--- config.mk ---
export PLATFORM = sky130hd
export DESIGN_NAME = rational_arithmetic_unit
export DESIGN_NICKNAME = d
export VERILOG_FILES = /design/src/rtl/rau_pkg.sv /design/src/rtl/rational_arithmetic_unit.sv
export SDC_FILE = /design/constraint.sdc
export NUM_CORES = 1
export LEC_CHECK = 0
export BUFFER_PORTS_ARGS = -buffer_cell sky130_fd_sc_hd__buf_2
export CORE_ASPECT_RATIO = 0.75
export CORE_MARGIN = 10
export CORE_UTILIZATION = 41
export CTS_BUF_LIST = sky130_fd_sc_hd__clkbuf_4 sky130_fd_sc_hd__clkbuf_8
export DETAILED_ROUTE_END_ITERATION = 10
export PLACE_DENSITY = 0.53
export SLEW_MARGIN = 10
export SYNTH_ARGS = -nofsm -noshare
export SYNTH_HDL_FRONTEND = slang
export SYNTH_SLANG_ARGS = --single-unit
--- constraint.sdc ---
create_clock -name clock -period 13.8 [get_ports clock]
set_clock_uncertainty 0.2 [all_clocks]
set_input_delay 2.07 -clock clock [delete_from_list [all_inputs] [get_ports clock]]
set_output_delay 2.07 -clock clock [all_outputs]
set_load 0.05 [all_outputs]
--- src/rtl/rau_pkg.sv ---
// Package for the rational arithmetic unit: widths, operation kinds, sequencer states.
// No dependencies.
package rau_pkg;
   localparam int OperandWidth = 16;
   localparam int ResultWidth  = 32;
   localparam int CountWidth   = $clog2(OperandWidth + 1);

   typedef logic [OperandWidth-1:0] operand_type;
   typedef logic [ResultWidth-1:0]  result_type;

   typedef enum logic [1:0] {
      KIND_ADD    = 2'd0,
      KIND_MUL    = 2'd1,
      KIND_CMP    = 2'd2,
      KIND_REDUCE = 2'd3
   } kind_type;

   typedef enum logic [7:0] {
      ST_IDLE  = 8'b0000_0001,
      ST_MUL1  = 8'b0000_0010,
      ST_MUL2  = 8'b0000_0100,
      ST_MUL3  = 8'b0000_1000,
      ST_GCD   = 8'b0001_0000,
      ST_DIVN  = 8'b0010_0000,
      ST_DIVD  = 8'b0100_0000,
      ST_DONE  = 8'b1000_0000
   } state_type;
endpackage

--- src/rtl/rational_arithmetic_unit.sv ---
// Rational arithmetic unit top level: add, multiply, compare and reduce of fractions.
// Depends on rau_pkg.
//
// Usage:
//  - Request: drive req_kind and the four operands, raise start while busy is low.
//    The transaction is taken at that edge; busy rises the next cycle.
//  - Response: rsp_valid pulses for exactly one cycle with rsp_res_num, rsp_res_den,
//    rsp_equal and rsp_status. The receiver cannot stall; results must be taken then.
//  - Sequence: add/multiply/compare use one shared 16x16 multiplier in states MUL1,
//    MUL2 and MUL3, then present the result in DONE, where the strobe is up.
//    Reduce runs Euclid's loop on one shared restoring divider, one quotient bit
//    per cycle: each remainder step shifts OperandWidth bits and then tests the
//    remainder; after the loop come two more divisions for numerator and
//    denominator. Special cases of reduce (zero numerator, equal parts, zero
//    denominator) strobe in the cycle after acceptance.
//  - One transaction at a time: busy is high from acceptance through the strobe
//    cycle; the next transaction can be taken only once busy is low again.
//  - Reset: synchronous, active high; the sequencer returns to idle, no strobe.
//    Nothing is kept between transactions.
module rational_arithmetic_unit
   import rau_pkg::*;
(
   input  logic        clock,
   input  logic        reset,
   input  logic        start,
   output logic        busy,
   input  logic [1:0]  req_kind,
   input  logic signed [OperandWidth-1:0] req_a_num,
   input  logic signed [OperandWidth-1:0] req_a_den,
   input  logic signed [OperandWidth-1:0] req_b_num,
   input  logic signed [OperandWidth-1:0] req_b_den,
   output logic        rsp_valid,
   output logic signed [ResultWidth-1:0] rsp_res_num,
   output logic signed [ResultWidth-1:0] rsp_res_den,
   output logic        rsp_equal,
   output logic        rsp_status
);
   state_type state_ff, state_in;
   kind_type kind_ff;
   operand_type an_ff, ad_ff, bn_ff, bd_ff;
   result_type p0_ff, p1_ff, p0_in, p1_in;
   // gcd / divider working registers (magnitudes)
   operand_type x_ff, x_in, y_ff, y_in;      // Euclid pair, divisor is y
   operand_type quo_ff, quo_in;              // dividend shifting into quotient
   logic [OperandWidth:0] rem_ff, rem_in;    // partial remainder
   logic [CountWidth-1:0] cnt_ff, cnt_in;
   logic div_run_ff, div_run_in;
   result_type rn_ff, rn_in, rd_ff, rd_in;
   logic eq_ff, eq_in, st_ff, st_in;

   logic accept;
   assign accept = start && !busy;
   assign busy   = (state_ff != ST_IDLE);

   // shared multiplier, full signed product
   operand_type mul_a, mul_b;
   logic signed [ResultWidth-1:0] mul_p;
   assign mul_p = $signed(mul_a) * $signed(mul_b);

   // shared divider step
   logic [OperandWidth:0] trial;
   logic [OperandWidth:0] shifted;
   logic                  fits;
   assign shifted = {rem_ff[OperandWidth-1:0], quo_ff[OperandWidth-1]};
   assign trial   = shifted - {1'b0, y_ff};
   assign fits    = !trial[OperandWidth];

   function automatic operand_type magn(operand_type v);
      magn = v[OperandWidth-1] ? operand_type'(-v) : v;
   endfunction

   // signed result from magnitude quotient, sign taken from original operand
   function automatic result_type apply_sign(operand_type q, logic neg);
      result_type w;
      w = {{(ResultWidth-OperandWidth){1'b0}}, q};
      apply_sign = neg ? result_type'(-w) : w;
   endfunction

   always_comb begin
      state_in   = state_ff;
      p0_in      = p0_ff;
      p1_in      = p1_ff;
      x_in       = x_ff;
      y_in       = y_ff;
      quo_in     = quo_ff;
      rem_in     = rem_ff;
      cnt_in     = cnt_ff;
      div_run_in = div_run_ff;
      rn_in      = rn_ff;
      rd_in      = rd_ff;
      eq_in      = eq_ff;
      st_in      = st_ff;
      mul_a      = an_ff;
      mul_b      = bd_ff;
      case (state_ff)
         ST_IDLE: begin
            if (accept) begin
               rn_in = '0;
               rd_in = '0;
               eq_in = 1'b0;
               st_in = 1'b0;
               if (kind_type'(req_kind) == KIND_REDUCE) begin
                  if (req_a_num == '0) begin
                     rd_in    = result_type'(req_a_den);
                     state_in = ST_DONE;
                  end else if (req_a_num == req_a_den) begin
                     rn_in    = result_type'(1);
                     rd_in    = result_type'(1);
                     state_in = ST_DONE;
                  end else if (req_a_den == '0) begin
                     rn_in    = result_type'(req_a_num);
                     st_in    = 1'b1;
                     state_in = ST_DONE;
                  end else begin
                     x_in       = magn(req_a_num);
                     y_in       = magn(req_a_den);
                     quo_in     = magn(req_a_num);
                     rem_in     = '0;
                     cnt_in     = CountWidth'(OperandWidth);
                     div_run_in = 1'b1;
                     state_in   = ST_GCD;
                  end
               end else begin
                  state_in = ST_MUL1;
               end
            end
         end
         ST_MUL1: begin
            // an*bd (add, cmp) or an*bn (mul)
            mul_a = an_ff;
            mul_b = (kind_ff == KIND_MUL) ? bn_ff : bd_ff;
            p0_in = mul_p;
            state_in = ST_MUL2;
         end
         ST_MUL2: begin
            // ad*bn (add, cmp) or ad*bd (mul)
            mul_a = ad_ff;
            mul_b = (kind_ff == KIND_MUL) ? bd_ff : bn_ff;
            p1_in = mul_p;
            state_in = ST_MUL3;
         end
         ST_MUL3: begin
            mul_a = ad_ff;
            mul_b = bd_ff;
            case (kind_ff)
               KIND_ADD: begin
                  rn_in = p0_ff + p1_ff;
                  rd_in = mul_p;
               end
               KIND_MUL: begin
                  rn_in = p0_ff;
                  rd_in = p1_ff;
               end
               default: eq_in = (p0_ff == p1_ff);
            endcase
            state_in = ST_DONE;
         end
         ST_GCD, ST_DIVN, ST_DIVD: begin
            if (cnt_ff != '0) begin
               rem_in = fits ? trial : shifted;
               quo_in = {quo_ff[OperandWidth-2:0], fits};
               cnt_in = cnt_ff - 1'b1;
            end else if (state_ff == ST_GCD) begin
               // rem_ff holds x mod y
               if (rem_ff[OperandWidth-1:0] == '0) begin
                  // gcd is y: divide numerator magnitude next
                  x_in   = y_ff;
                  quo_in = magn(an_ff);
                  rem_in = '0;
                  cnt_in = CountWidth'(OperandWidth);
                  state_in = ST_DIVN;
               end else begin
                  x_in   = y_ff;
                  y_in   = rem_ff[OperandWidth-1:0];
                  quo_in = y_ff;
                  rem_in = '0;
                  cnt_in = CountWidth'(OperandWidth);
               end
            end else if (state_ff == ST_DIVN) begin
               rn_in  = apply_sign(quo_ff, an_ff[OperandWidth-1]);
               quo_in = magn(ad_ff);
               rem_in = '0;
               cnt_in = CountWidth'(OperandWidth);
               state_in = ST_DIVD;
            end else begin
               rd_in      = apply_sign(quo_ff, ad_ff[OperandWidth-1]);
               div_run_in = 1'b0;
               state_in   = ST_DONE;
            end
         end
         ST_DONE: begin
            div_run_in = 1'b0;
            state_in   = ST_IDLE;
         end
         default: state_in = ST_IDLE;
      endcase
   end

   always_ff @(posedge clock) begin
      if (reset) begin
         state_ff   <= ST_IDLE;
         div_run_ff <= 1'b0;
      end else begin
         state_ff   <= state_in;
         div_run_ff <= div_run_in;
      end
      if (accept) begin
         kind_ff <= kind_type'(req_kind);
         an_ff   <= req_a_num;
         ad_ff   <= req_a_den;
         bn_ff   <= req_b_num;
         bd_ff   <= req_b_den;
      end
      p0_ff  <= p0_in;
      p1_ff  <= p1_in;
      x_ff   <= x_in;
      y_ff   <= y_in;
      quo_ff <= quo_in;
      rem_ff <= rem_in;
      cnt_ff <= cnt_in;
      rn_ff  <= rn_in;
      rd_ff  <= rd_in;
      eq_ff  <= eq_in;
      st_ff  <= st_in;
   end

   assign rsp_valid   = (state_ff == ST_DONE);
   assign rsp_res_num = rn_ff;
   assign rsp_res_den = rd_ff;
   assign rsp_equal   = eq_ff;
   assign rsp_status  = st_ff;

   // divider only runs in the gcd / division states (the check also allows done)
   a_div_state: assert property (@(posedge clock) disable iff (reset)
      div_run_ff |-> (state_ff == ST_GCD || state_ff == ST_DIVN ||
                      state_ff == ST_DIVD || state_ff == ST_DONE))
      else $error("divider active outside reduce");
   // strobe lasts a single cycle
   a_strobe_pulse: assert property (@(posedge clock) disable iff (reset)
      rsp_valid |=> !rsp_valid)
      else $error("response strobe longer than one cycle");
   // accepted transaction makes block busy
   a_accept_busy: assert property (@(posedge clock) disable iff (reset)
      accept |=> busy)
      else $error("not busy after accept");
   // euclid divisor never zero in the gcd loop
   a_div_nonzero: assert property (@(posedge clock) disable iff (reset)
      (state_ff == ST_GCD) |-> (y_ff != '0))
      else $error("zero divisor in gcd loop");
endmodule
==> out/metrics.sh, run 1 <==
POST_CTS_RESIZED=0
CLK_LATENCY_NS=0.65
START_KIND='register'
DR_TOTAL_VIAS=19200
MUXSHAREOFSYNTHAREA=0.0399
CAP_VIOLATIONS=0
INITIAL_CELL_DENSITY_OF_THE_CORE=0.417
YOSYSWARNINGCOUNT=0
CTS.SINKS=257
WORSTPATHREQUIRED_NS=13.96
AVGROUTEDWIREPERCELL_MICRONS=22.9
CTSLONGESTPATHBUFFERS=3
RSZ0062_AT_GRT='no'
DETAIL-ROUTE-ANTENNA-NETS=0
SYNTH_FF_TYPE='sky130_fd_sc_hd__edfxtp_1'
PATH_MAX_FANOUT=34
GP_CONGESTION=0.915
WORST_SLEW_PIN_SLEW_NS=1.15
FINAL_PERIOD_MINUS_WORST_SETUP_SLACK_NS=9.58
HOLDCRITPATHCLASS='register to register'
POST_ROUTE_CELLS_DRIVE_ABOVE_1_SHARE=0.112
CTS.CLK_SLEW.WORST_PATHS_NS=0.06
SEQ_AREA_FRAC_SYNTH=0.308
DIE_WIDTH_MICRONS=304
FINAL.PERIOD_UTILIZATION=0.694
TYPE_OF_THE_SETUP_PATH_WITH_THE_LEAST_SLACK='register to register'
TIMING.CRITICAL_PATH.TO_TYPE='register'
CRIT_ARRIVAL_NS=9.73
SETUP_VIOL=0
HOLD_VIOLATIONS=0
CRIT_BUF_INV=6
SLOWEST_STAGE_DELAY_CP_NS=0.93
TRITONCTS='yes'
STD_CELL_ROWS=77
GLOBALROUTEOVERFLOWTOTAL=0
RUN_STATUS='finished, final reports clean'
NUMBER_OF_SETUP_BUFFERS_ADDED_AFTER_CTS=0
PIN_COUNT_OF_THE_BIGGEST_NET_ENTERING_GLOBAL_ROUTING=69
LARGEST_FAMILY_OF_LOGIC_CELLS_BY_SYNTHESIZED_AREA='adder cells'
YOSYS.CELL_TYPES.COUNT=71
POST_SYNTHESIS_ASYNC_SET_OR_RESET_FLOP_SHARE=0
BOUNDARYPINS=137
POSTSYNTHREGISTERBITS=257
GRT_FIRST_PASS_WIRELENGTH_MM=120
CORE_AREA_SQ_UM=59400
DIE_HT_MICRONS=233
ROUTE.DETAILED.DRC=0
ARITHMETIC_CELL_SHARE_OF_THE_SYNTHESIZED_AREA_COUNTING_FULL_ADDERS_HALF_ADDERS_AND_MAJORITY_GATES=0.282
GRT_USE_TOTAL=0.220
MAX_SLEW_VIOLATIONS=0
DETAIL_ROUTE.ITER0.VIOLATIONS=1789
SYNTHESIS.AREA_PER_INSTANCE_SQ_UM=9.92
FLOORPLAN.DIE_AREA_SQ_UM=70800
PLACE_HPWL_MM=62.4
CTS_INSERTED_BUFFERS=46
SYN-NUM-NETS=2969
NFILLCELLS=5667
POST_SYNTH_AND_OR_NAND_NOR_AREA_FRACTION=0.130
IO_BUFFERS=136
CTS_ROOT_BUFFER='sky130_fd_sc_hd__clkbuf_8'
SYNTH.CELL_AREA_SQ_UM=24800
PATH_COMMON_CELL='sky130_fd_sc_hd__fa_1'
CTS_HOLD_BUFFERS=0
MOSTFREQUENTLAYOUTCELL='sky130_fd_sc_hd__inv_1'
GRT_PASS1_VIAS=19400
FIN_SETUP_TNS_NS=0
ANTENNA_FOUND_INITIAL=2
FINISH.NET_COUNT=3093
WORST_PATH_DOMINANT_CELL_FAMILY='adder cells'
FINAL_CELL_MIX='sky130_fd_sc_hd__inv_1 (347), sky130_fd_sc_hd__fa_1 (264), sky130_fd_sc_hd__edfxtp_1 (249), sky130_fd_sc_hd__nand2_1 (248), sky130_fd_sc_hd__nor2_1 (246)'
DETAIL_ROUTE.WIRELENGTH_MM=78.8
VIASPERCELL=5.57
FIRSTDRTPASSITERS=5
SYNTH_EDF_COUNT=249
FMAXACHIEVABLE_MHz=104
SYNTHESIS.INSTANCES=2500
SYNTH_COMPOUND_AREA_FRAC=0.115
CTS_MAX_LEVEL=2
MAXSLEWHEADROOM=0.210
SYNTH_XOR_XNOR_AREA_SHARE=0.0596
SLOWEST_STAGE='sky130_fd_sc_hd__mux2i_1'
SYN_TO_FINAL_GROWTH_PCT=10.2
## worst reg2reg max path, delay by kind of cell, from the launching register on
family | cells | cell delay (ns)
xor+xnor | 1 | 0.12
simple gates | 5 | 1.27
fa+ha+maj | 7 | 3.37
mux | 2 | 1.12
flops | 1 | 0.40
compound gates | 8 | 1.88
buf+inv | 6 | 0.96
## worst paths after layout
kind	slack, ns	depth (start not counted)	startpoint	to
max	4.22	29	state_ff[4]$_SDFFE_PP0P_	rsp_res_den[26]$_DFFE_PP_
min	0.40	1	p1_ff[28]$_DFFE_PP_	rsp_res_den[28]$_DFFE_PP_
max reg2reg	4.22	29	state_ff[4]$_SDFFE_PP0P_	rsp_res_den[26]$_DFFE_PP_
min reg2reg	0.40	1	p1_ff[28]$_DFFE_PP_	rsp_res_den[28]$_DFFE_PP_
## per-stage QoR
step | instances | setup slack, ns | area (sq um) | util | hold slack, ns
global route | 3446 | 3.84 | 27300 | 0.460 | 0.417
detailed placement | 3366 | 4.30 | 26400 | 0.445 | 0.385
global placement | 3366 | 4.15 | 26400 | 0.445 | 0.375
floorplan | 2500 | 4.53 | 24800 | - | 0.347
finish | 3446 | 4.22 | 27300 | 0.460 | 0.399
CTS | 3445 | 4.31 | 27300 | 0.460 | 0.399
## cells by family after synthesis
family          count (synthesis)
flops                         257
simple gates                  711
compound gates                428
fa+ha+maj                     400
xor+xnor                      168
buf+inv                       440
mux                            96
## flip-flops by register name, summed over array words and instances (netlist names)
signal,count
p0_ff,32
p1_ff,32
rsp_res_den,32
rsp_res_num,32
ad_ff,16
an_ff,16
bd_ff,16
bn_ff,16
quo_ff,16
rem_ff,16
y_ff,16
state_ff,8
cnt_ff,5
kind_ff,2
rsp_equal,1
rsp_status,1
## cells in the mapped netlist (all sizes together) (10+ instances only)
library cell / count / share of area
clkbuf: 81 / 0.012
o31ai: 20 / 0.0061
mux2: 24 / 0.011
and2: 11 / 0.0028
nor4: 23 / 0.0058
or4: 10 / 0.0032
a221o: 24 / 0.0097
a21oi: 101 / 0.020
mux2i: 72 / 0.029
xnor2: 100 / 0.036
nand2: 248 / 0.038
fa: 264 / 0.21
edfxtp: 249 / 0.30
buf: 11 / 0.0017
nor2b: 12 / 0.0030
ha: 136 / 0.069
o21bai: 12 / 0.0036
or3: 31 / 0.0087
a22oi: 12 / 0.0036
nor2: 251 / 0.038
a211oi: 58 / 0.018
o21ai: 93 / 0.019
nand2b: 34 / 0.0086
a21o: 28 / 0.0085
inv: 348 / 0.053
nand3: 22 / 0.0044
xor2: 68 / 0.024
o21a: 12 / 0.0036
nor3: 30 / 0.0061
## metal layers
metal / track usage / share of wire / vias up
met3: 0.0388 / 0.071 / 111
met1: 0.302 / 0.44 / 9687
li1: - / - / 8723
met2: 0.356 / 0.47 / 688
met5: 0 / 0 / -
met4: 0.0555 / 0.023 / 0
## cell type report
| class | count | area, sq um | share of cell area |
|---|---|---|---|
| clock inverter | 15 | 111 | 0.00408 |
| tap | 790 | 988 | 0.0362 |
| sequential | 257 | 7640 | 0.279 |
| multi-input combinational | 1803 | 15600 | 0.570 |
| inverter | 348 | 1310 | 0.0478 |
| antenna | 1 | 2.50 | 0.0000916 |
| clock buffer | 64 | 774 | 0.0283 |
| timing repair buffer | 168 | 921 | 0.0337 |
Power of run 1 is not shown: default switching activity piles up to over one toggle a cycle in this logic, so the estimate is an artifact.
==> run 2, diff against run 1 <==
==> constraint.sdc (replaced) <==
create_clock -name clock -period 9 [get_ports clock]
set_clock_uncertainty 0.2 [all_clocks]
set_input_delay 1.35 -clock clock [delete_from_list [all_inputs] [get_ports clock]]
set_output_delay 1.35 -clock clock [all_outputs]
set_load 0.05 [all_outputs]
==> out/metrics.sh, run 2 (synthesis results as in run 1) <==
AVGROUTEDWIREPERCELL_MICRONS=22.7  # -0.75%
MAXSLEWHEADROOM=0.253  # +0.0423
ANTENNA_FOUND_INITIAL=2  # unchanged
CORE_AREA_SQ_UM=59400  # unchanged
CTSLONGESTPATHBUFFERS=3  # unchanged
FINISH.NET_COUNT=3118  # +0.81%
TYPE_OF_THE_SETUP_PATH_WITH_THE_LEAST_SLACK='register to register'
CTS_ROOT_BUFFER='sky130_fd_sc_hd__clkbuf_8'
FIRSTDRTPASSITERS=5  # unchanged
GRT_PASS1_VIAS=19500  # +0.80%
CTS.SINKS=257  # unchanged
MAX_SLEW_VIOLATIONS=0  # unchanged
WORST_SLEW_PIN_SLEW_NS=1.12  # -0.0305 ns
CTS.CLK_SLEW.WORST_PATHS_NS=0.06  # about the same
DIE_HT_MICRONS=233  # unchanged
START_KIND='register'
RUN_STATUS='finished, final reports clean'
SETUP_VIOL=0  # unchanged
DIE_WIDTH_MICRONS=304  # unchanged
IO_BUFFERS=136  # unchanged
PATH_MAX_FANOUT=14  # -59%
ROUTE.DETAILED.DRC=0  # unchanged
FINAL_CELL_MIX='sky130_fd_sc_hd__inv_1 (347), sky130_fd_sc_hd__fa_1 (263), sky130_fd_sc_hd__edfxtp_1 (249), sky130_fd_sc_hd__nand2_1 (248), sky130_fd_sc_hd__nor2_1 (245)'
INITIAL_CELL_DENSITY_OF_THE_CORE=0.417  # unchanged
VIASPERCELL=5.57  # about the same
CRIT_ARRIVAL_NS=8.78  # -0.95 ns
GLOBALROUTEOVERFLOWTOTAL=0  # unchanged
TIMING.CRITICAL_PATH.TO_TYPE='register'
FINAL_PERIOD_MINUS_WORST_SETUP_SLACK_NS=8.60  # -0.976 ns
PLACE_HPWL_MM=62.8  # +0.61%
SEQCELLAREA_SQ_UM=7640  # unchanged
DETAIL_ROUTE.WIRELENGTH_MM=79.0  # +0.20%
DR_TOTAL_VIAS=19400  # +0.96%
GRT_USE_TOTAL=0.219  # -0.00115
RSZ0062_AT_GRT='no'
CAP_VIOLATIONS=0  # unchanged
DETAIL-ROUTE-ANTENNA-NETS=0  # unchanged
GP_CONGESTION=0.945  # +3.3%
CLK_LATENCY_NS=0.65  # about the same
NFILLCELLS=5701  # +0.60%
TRITONCTS='yes'
MOSTFREQUENTLAYOUTCELL='sky130_fd_sc_hd__inv_1'
POST_ROUTE_CELLS_DRIVE_ABOVE_1_SHARE=0.123  # +0.0109
WORSTPATHREQUIRED_NS=9.18  # -4.78 ns
CTS_INSERTED_BUFFERS=47  # +2.2%
BOUNDARYPINS=137  # unchanged
CTS_MAX_LEVEL=2  # unchanged
SYN_TO_FINAL_GROWTH_PCT=11.3
STD_CELL_ROWS=77  # unchanged
HOLD_VIOLATIONS=0  # unchanged
GRT_FIRST_PASS_WIRELENGTH_MM=120  # about the same
MULTI_INPUT_AREA_SQ_UM=15600  # +0.23%
PIN_COUNT_OF_THE_BIGGEST_NET_ENTERING_GLOBAL_ROUTING=69  # unchanged
FIN_SETUP_TNS_NS=0  # unchanged
DETAIL_ROUTE.ITER0.VIOLATIONS=1521  # -15%
FMAXACHIEVABLE_MHz=116  # +11%
FINAL.PERIOD_UTILIZATION=0.956  # +0.262
FLOORPLAN.DIE_AREA_SQ_UM=70800  # unchanged
HOLDCRITPATHCLASS='register to register'
[run 2: cell count changes in the layout (fill, tap and decap cells not counted), moves of 2 or more]
cell                        delta
sky130_fd_sc_hd__nor2_2        +2
sky130_fd_sc_hd__buf_4        +23
sky130_fd_sc_hd__clkinv_1      +6
sky130_fd_sc_hd__clkinv_2      +8
sky130_fd_sc_hd__bufinv_16     +2
sky130_fd_sc_hd__clkbuf_4      -9
sky130_fd_sc_hd__inv_6         -2
[run 2: cell type report]
cell class	count	area share
inverters	348	0.0473
clock inverters	32	0.00857
flip-flops and latches	257	0.277
well taps	790	0.0358
diodes	1	0.0000906
multi-input cells	1804	0.566
clock buffers	56	0.0261
repair buffers	191	0.0396
[run 2: repair_timing]
action / 4_1_cts / 5_1_grt
setup buffers: 0 / 0
gates resized for setup: 0 / 7
hold buffers: 0 / 0
endpoints found under the setup margin: 0 / 15
[run 2: metal layers]
layer | track usage | vias up | part of all wire
li1 | - | 8795 | -
met3 | 0.0310 | 98 | 0.067
met1 | 0.302 | 9772 | 0.44
met2 | 0.356 | 728 | 0.47
met5 | 0 | - | 0
met4 | 0.0578 | 0 | 0.022
[run 2: stage by stage]
stage	setup slack [ns]	utilization	std cells	hold slack (ns)	instance area (sq um)
floorplan	0.148	-	2500	0.347	24800
global placement	0.288	0.448	3389	0.374	26600
detailed placement	0.168	0.448	3389	0.383	26600
CTS	0.0965	0.464	3477	0.395	27600
global route	0.0301	0.464	3479	0.435	27600
finish	0.400	0.464	3479	0.391	27600
[run 2: final timing paths]
path / start / to / slack, ns / cells past startpoint
worst max-delay path: state_ff[4]$_SDFFE_PP0P_ / rsp_res_den[27]$_DFFE_PP_ / 0.40 / 26
worst min register to register: cnt_ff[0]$_SDFFCE_PN0P_ / cnt_ff[0]$_SDFFCE_PN0P_ / 0.39 / 1
worst max register to register: state_ff[4]$_SDFFE_PP0P_ / rsp_res_den[27]$_DFFE_PP_ / 0.40 / 26
worst min-delay path: cnt_ff[0]$_SDFFCE_PN0P_ / cnt_ff[0]$_SDFFCE_PN0P_ / 0.39 / 1
[run 2: critical path, stage by stage (launching register included)]
cell	delay, ns
sky130_fd_sc_hd__dfxtp_1	0.40
sky130_fd_sc_hd__or3_1	0.44
sky130_fd_sc_hd__nand2b_1	0.22
sky130_fd_sc_hd__nor3b_4	0.49
sky130_fd_sc_hd__nor2_4	0.23
sky130_fd_sc_hd__mux2i_1	0.46
sky130_fd_sc_hd__nor2_1	0.13
sky130_fd_sc_hd__fa_1	0.55
sky130_fd_sc_hd__inv_1	0.06
sky130_fd_sc_hd__fa_1	0.49
sky130_fd_sc_hd__inv_1	0.06
sky130_fd_sc_hd__fa_1	0.50
sky130_fd_sc_hd__inv_1	0.06
sky130_fd_sc_hd__fa_1	0.54
sky130_fd_sc_hd__inv_1	0.05
sky130_fd_sc_hd__fa_1	0.49
sky130_fd_sc_hd__inv_1	0.05
sky130_fd_sc_hd__fa_1	0.47
sky130_fd_sc_hd__inv_1	0.04
sky130_fd_sc_hd__ha_1	0.21
sky130_fd_sc_hd__or3_1	0.42
sky130_fd_sc_hd__o311ai_1	0.52
sky130_fd_sc_hd__nand2_1	0.21
sky130_fd_sc_hd__a21boi_0	0.38
sky130_fd_sc_hd__o21bai_1	0.12
sky130_fd_sc_hd__xor2_1	0.19
sky130_fd_sc_hd__a221o_1	0.34
Power of run 2 is left out for the same reason.
==> run 3, diff against run 2 <==
--- a/config.mk
+++ b/config.mk
@@ -7,7 +7,7 @@
 export LEC_CHECK = 0
 export BUFFER_PORTS_ARGS = -buffer_cell sky130_fd_sc_hd__buf_2
 export CORE_ASPECT_RATIO = 0.75
-export CORE_MARGIN = 10
+export CORE_MARGIN = 2
 export CORE_UTILIZATION = 41
 export CTS_BUF_LIST = sky130_fd_sc_hd__clkbuf_4 sky130_fd_sc_hd__clkbuf_8
 export DETAILED_ROUTE_END_ITERATION = 10
@@ -16,3 +16,4 @@
 export SYNTH_ARGS = -nofsm -noshare
 export SYNTH_HDL_FRONTEND = slang
 export SYNTH_SLANG_ARGS = --single-unit
+export TNS_END_PERCENT = 5
==> constraint.sdc (replaced) <==
create_clock -name clock -period 10.2 [get_ports clock]
set_clock_uncertainty 0.2 [all_clocks]
set_input_delay 1.53 -clock clock [delete_from_list [all_inputs] [get_ports clock]]
set_output_delay 1.53 -clock clock [all_outputs]
set_load 0.05 [all_outputs]
==> out/metrics.sh, run 3 (synthesis results as in run 1) <==
CLK_LATENCY_NS=0.65  # about the same
DIE_WIDTH_MICRONS=288  # -5.3%
FINAL.PERIOD_UTILIZATION=0.911  # -0.0446
FINAL_PERIOD_MINUS_WORST_SETUP_SLACK_NS=9.29  # +0.691 ns
FINISH.NET_COUNT=3098  # -0.64%
MAX_SLEW_VIOLATIONS=0  # unchanged
CTS.CLK_SLEW.WORST_PATHS_NS=0.06  # about the same
CTS_MAX_LEVEL=2  # unchanged
PLACE_HPWL_MM=60.4  # -3.7%
FINAL_CELL_MIX='sky130_fd_sc_hd__inv_1 (347), sky130_fd_sc_hd__fa_1 (264), sky130_fd_sc_hd__edfxtp_1 (249), sky130_fd_sc_hd__nand2_1 (248), sky130_fd_sc_hd__nor2_1 (245)'
RUN_STATUS='finished, final reports clean'
GRT_USE_TOTAL=0.247  # +0.0286
FIN_SETUP_TNS_NS=0  # unchanged
TYPE_OF_THE_SETUP_PATH_WITH_THE_LEAST_SLACK='register to register'
SLOWEST_STAGE_DELAY_CP_NS=0.87  # +0.32 ns
REG2REGPATHDEPTH=28  # +7.7%
CTS_ROOT_BUFFER='sky130_fd_sc_hd__clkbuf_8'
AVGROUTEDWIREPERCELL_MICRONS=22.1  # -2.8%
INITIAL_CELL_DENSITY_OF_THE_CORE=0.413  # -0.00468
POST_CTS_RESIZED=0  # unchanged
WORST_SLEW_PIN_SLEW_NS=1.13  # +0.00524 ns
DETAIL_ROUTE.WIRELENGTH_MM=76.4  # -3.2%
DIE_HT_MICRONS=217  # -6.9%
DETAIL_ROUTE.ITER0.VIOLATIONS=1773  # +17%
IO_BUFFERS=136  # unchanged
ROUTE.DETAILED.DRC=0  # unchanged
GP_CONGESTION=0.969  # +2.5%
STD_CELL_ROWS=78  # +1.3%
CRIT_ARRIVAL_NS=9.49  # +0.71 ns
SYN_TO_FINAL_GROWTH_PCT=10.9
POST_ROUTE_CELLS_DRIVE_ABOVE_1_SHARE=0.115  # -0.00795
CAP_VIOLATIONS=0  # unchanged
ANTENNA_FOUND_INITIAL=0  # -2
CTS.SINKS=257  # unchanged
PIN_COUNT_OF_THE_BIGGEST_NET_ENTERING_GLOBAL_ROUTING=69  # unchanged
NUMBER_OF_SETUP_BUFFERS_ADDED_AFTER_CTS=0  # unchanged
HOLDCRITPATHCLASS='register to register'
DR_TOTAL_VIAS=19300  # -0.25%
START_KIND='register'
FLOORPLAN.DIE_AREA_SQ_UM=62500  # -12%
TRITONCTS='yes'
HOLD_DEPTH=1  # unchanged
BOUNDARYPINS=137  # unchanged
CTSLONGESTPATHBUFFERS=3  # unchanged
GRT_FIRST_PASS_WIRELENGTH_MM=117  # -2.6%
DETAIL-ROUTE-ANTENNA-NETS=0  # unchanged
RSZ0062_AT_GRT='no'
FMAXACHIEVABLE_MHz=108  # -7.4%
CORE_AREA_SQ_UM=60100  # +1.1%
CTS_HOLD_BUFFERS=0  # unchanged
WORSTPATHREQUIRED_NS=10.40  # +1.22 ns
SLOWEST_STAGE='sky130_fd_sc_hd__nor2_4'
TIMING.CRITICAL_PATH.TO_TYPE='register'
PATH_MAX_FANOUT=34  # +20
GLOBALROUTEOVERFLOWTOTAL=0  # unchanged
MOSTFREQUENTLAYOUTCELL='sky130_fd_sc_hd__inv_1'
SETUP_VIOL=0  # unchanged
CTS_INSERTED_BUFFERS=47  # unchanged
MAXSLEWHEADROOM=0.228  # -0.0250
VIASPERCELL=5.58  # +0.13%
FIRSTDRTPASSITERS=6  # +1
GRT_PASS1_VIAS=19400  # -0.42%
HOLD_VIOLATIONS=0  # unchanged
-- run 3: changes by cell type in the layout (fill, tap and decap cells not counted), sizes merged --
cell      delta
bufinv       +2
buf         -19
clkinvlp     -1
inv          +1
nor2         -1
clkinv      -10
clkbuf       +5
-- run 3: final timing paths --
path / startpoint / endpoint / slack, ns
min reg2reg: cnt_ff[0]$_SDFFCE_PN0P_ / cnt_ff[0]$_SDFFCE_PN0P_ / 0.40
max reg2reg: state_ff[5]$_SDFFE_PP0P_ / rsp_res_den[28]$_DFFE_PP_ / 0.91
min: cnt_ff[0]$_SDFFCE_PN0P_ / cnt_ff[0]$_SDFFCE_PN0P_ / 0.40
max: state_ff[5]$_SDFFE_PP0P_ / rsp_res_den[28]$_DFFE_PP_ / 0.91
-- run 3: area by class of cell --
cell class | count | area, sq um
diodes | 1 | 2.50
clock buffers | 61 | 752
clock inverters | 24 | 260
fillers | 5859 | 32600
inverters | 348 | 1310
multi-input cells | 1803 | 15600
flip-flops and latches | 257 | 7640
well taps | 800 | 1000
repair buffers | 172 | 951
-- run 3: routing by layer --
layer,global-route usage,wire length [microns]
met2,0.392,35800
met3,0.0374,5610
met1,0.351,33000
met5,0,0
met4,0.0713,1980
-- run 3: critical path: cells and delay by family (launching register included) --
| family | cells | cell delay, ns |
|---|---|---|
| compound gates | 6 | 1.73 |
| fa+ha+maj | 7 | 3.37 |
| xor+xnor | 1 | 0.14 |
| mux | 1 | 0.82 |
| buf+inv | 6 | 0.30 |
| simple gates | 7 | 1.94 |
| flops | 1 | 0.49 |
-- run 3: through the flow --
step,cell area [sq um],util,hold WS [ns],cells,setup slack (ns)
4_1_cts,27500,0.457,0.408,3465,0.956
3_5_place_dp,26500,0.440,0.379,3380,0.953
3_3_place_gp,26500,0.440,0.377,3380,1.12
6_report,27500,0.457,0.402,3466,0.908
5_1_grt,27500,0.457,0.419,3465,0.415
2_1_floorplan,24800,-,0.347,2500,0.926
Power of run 3 is left out for the same reason.
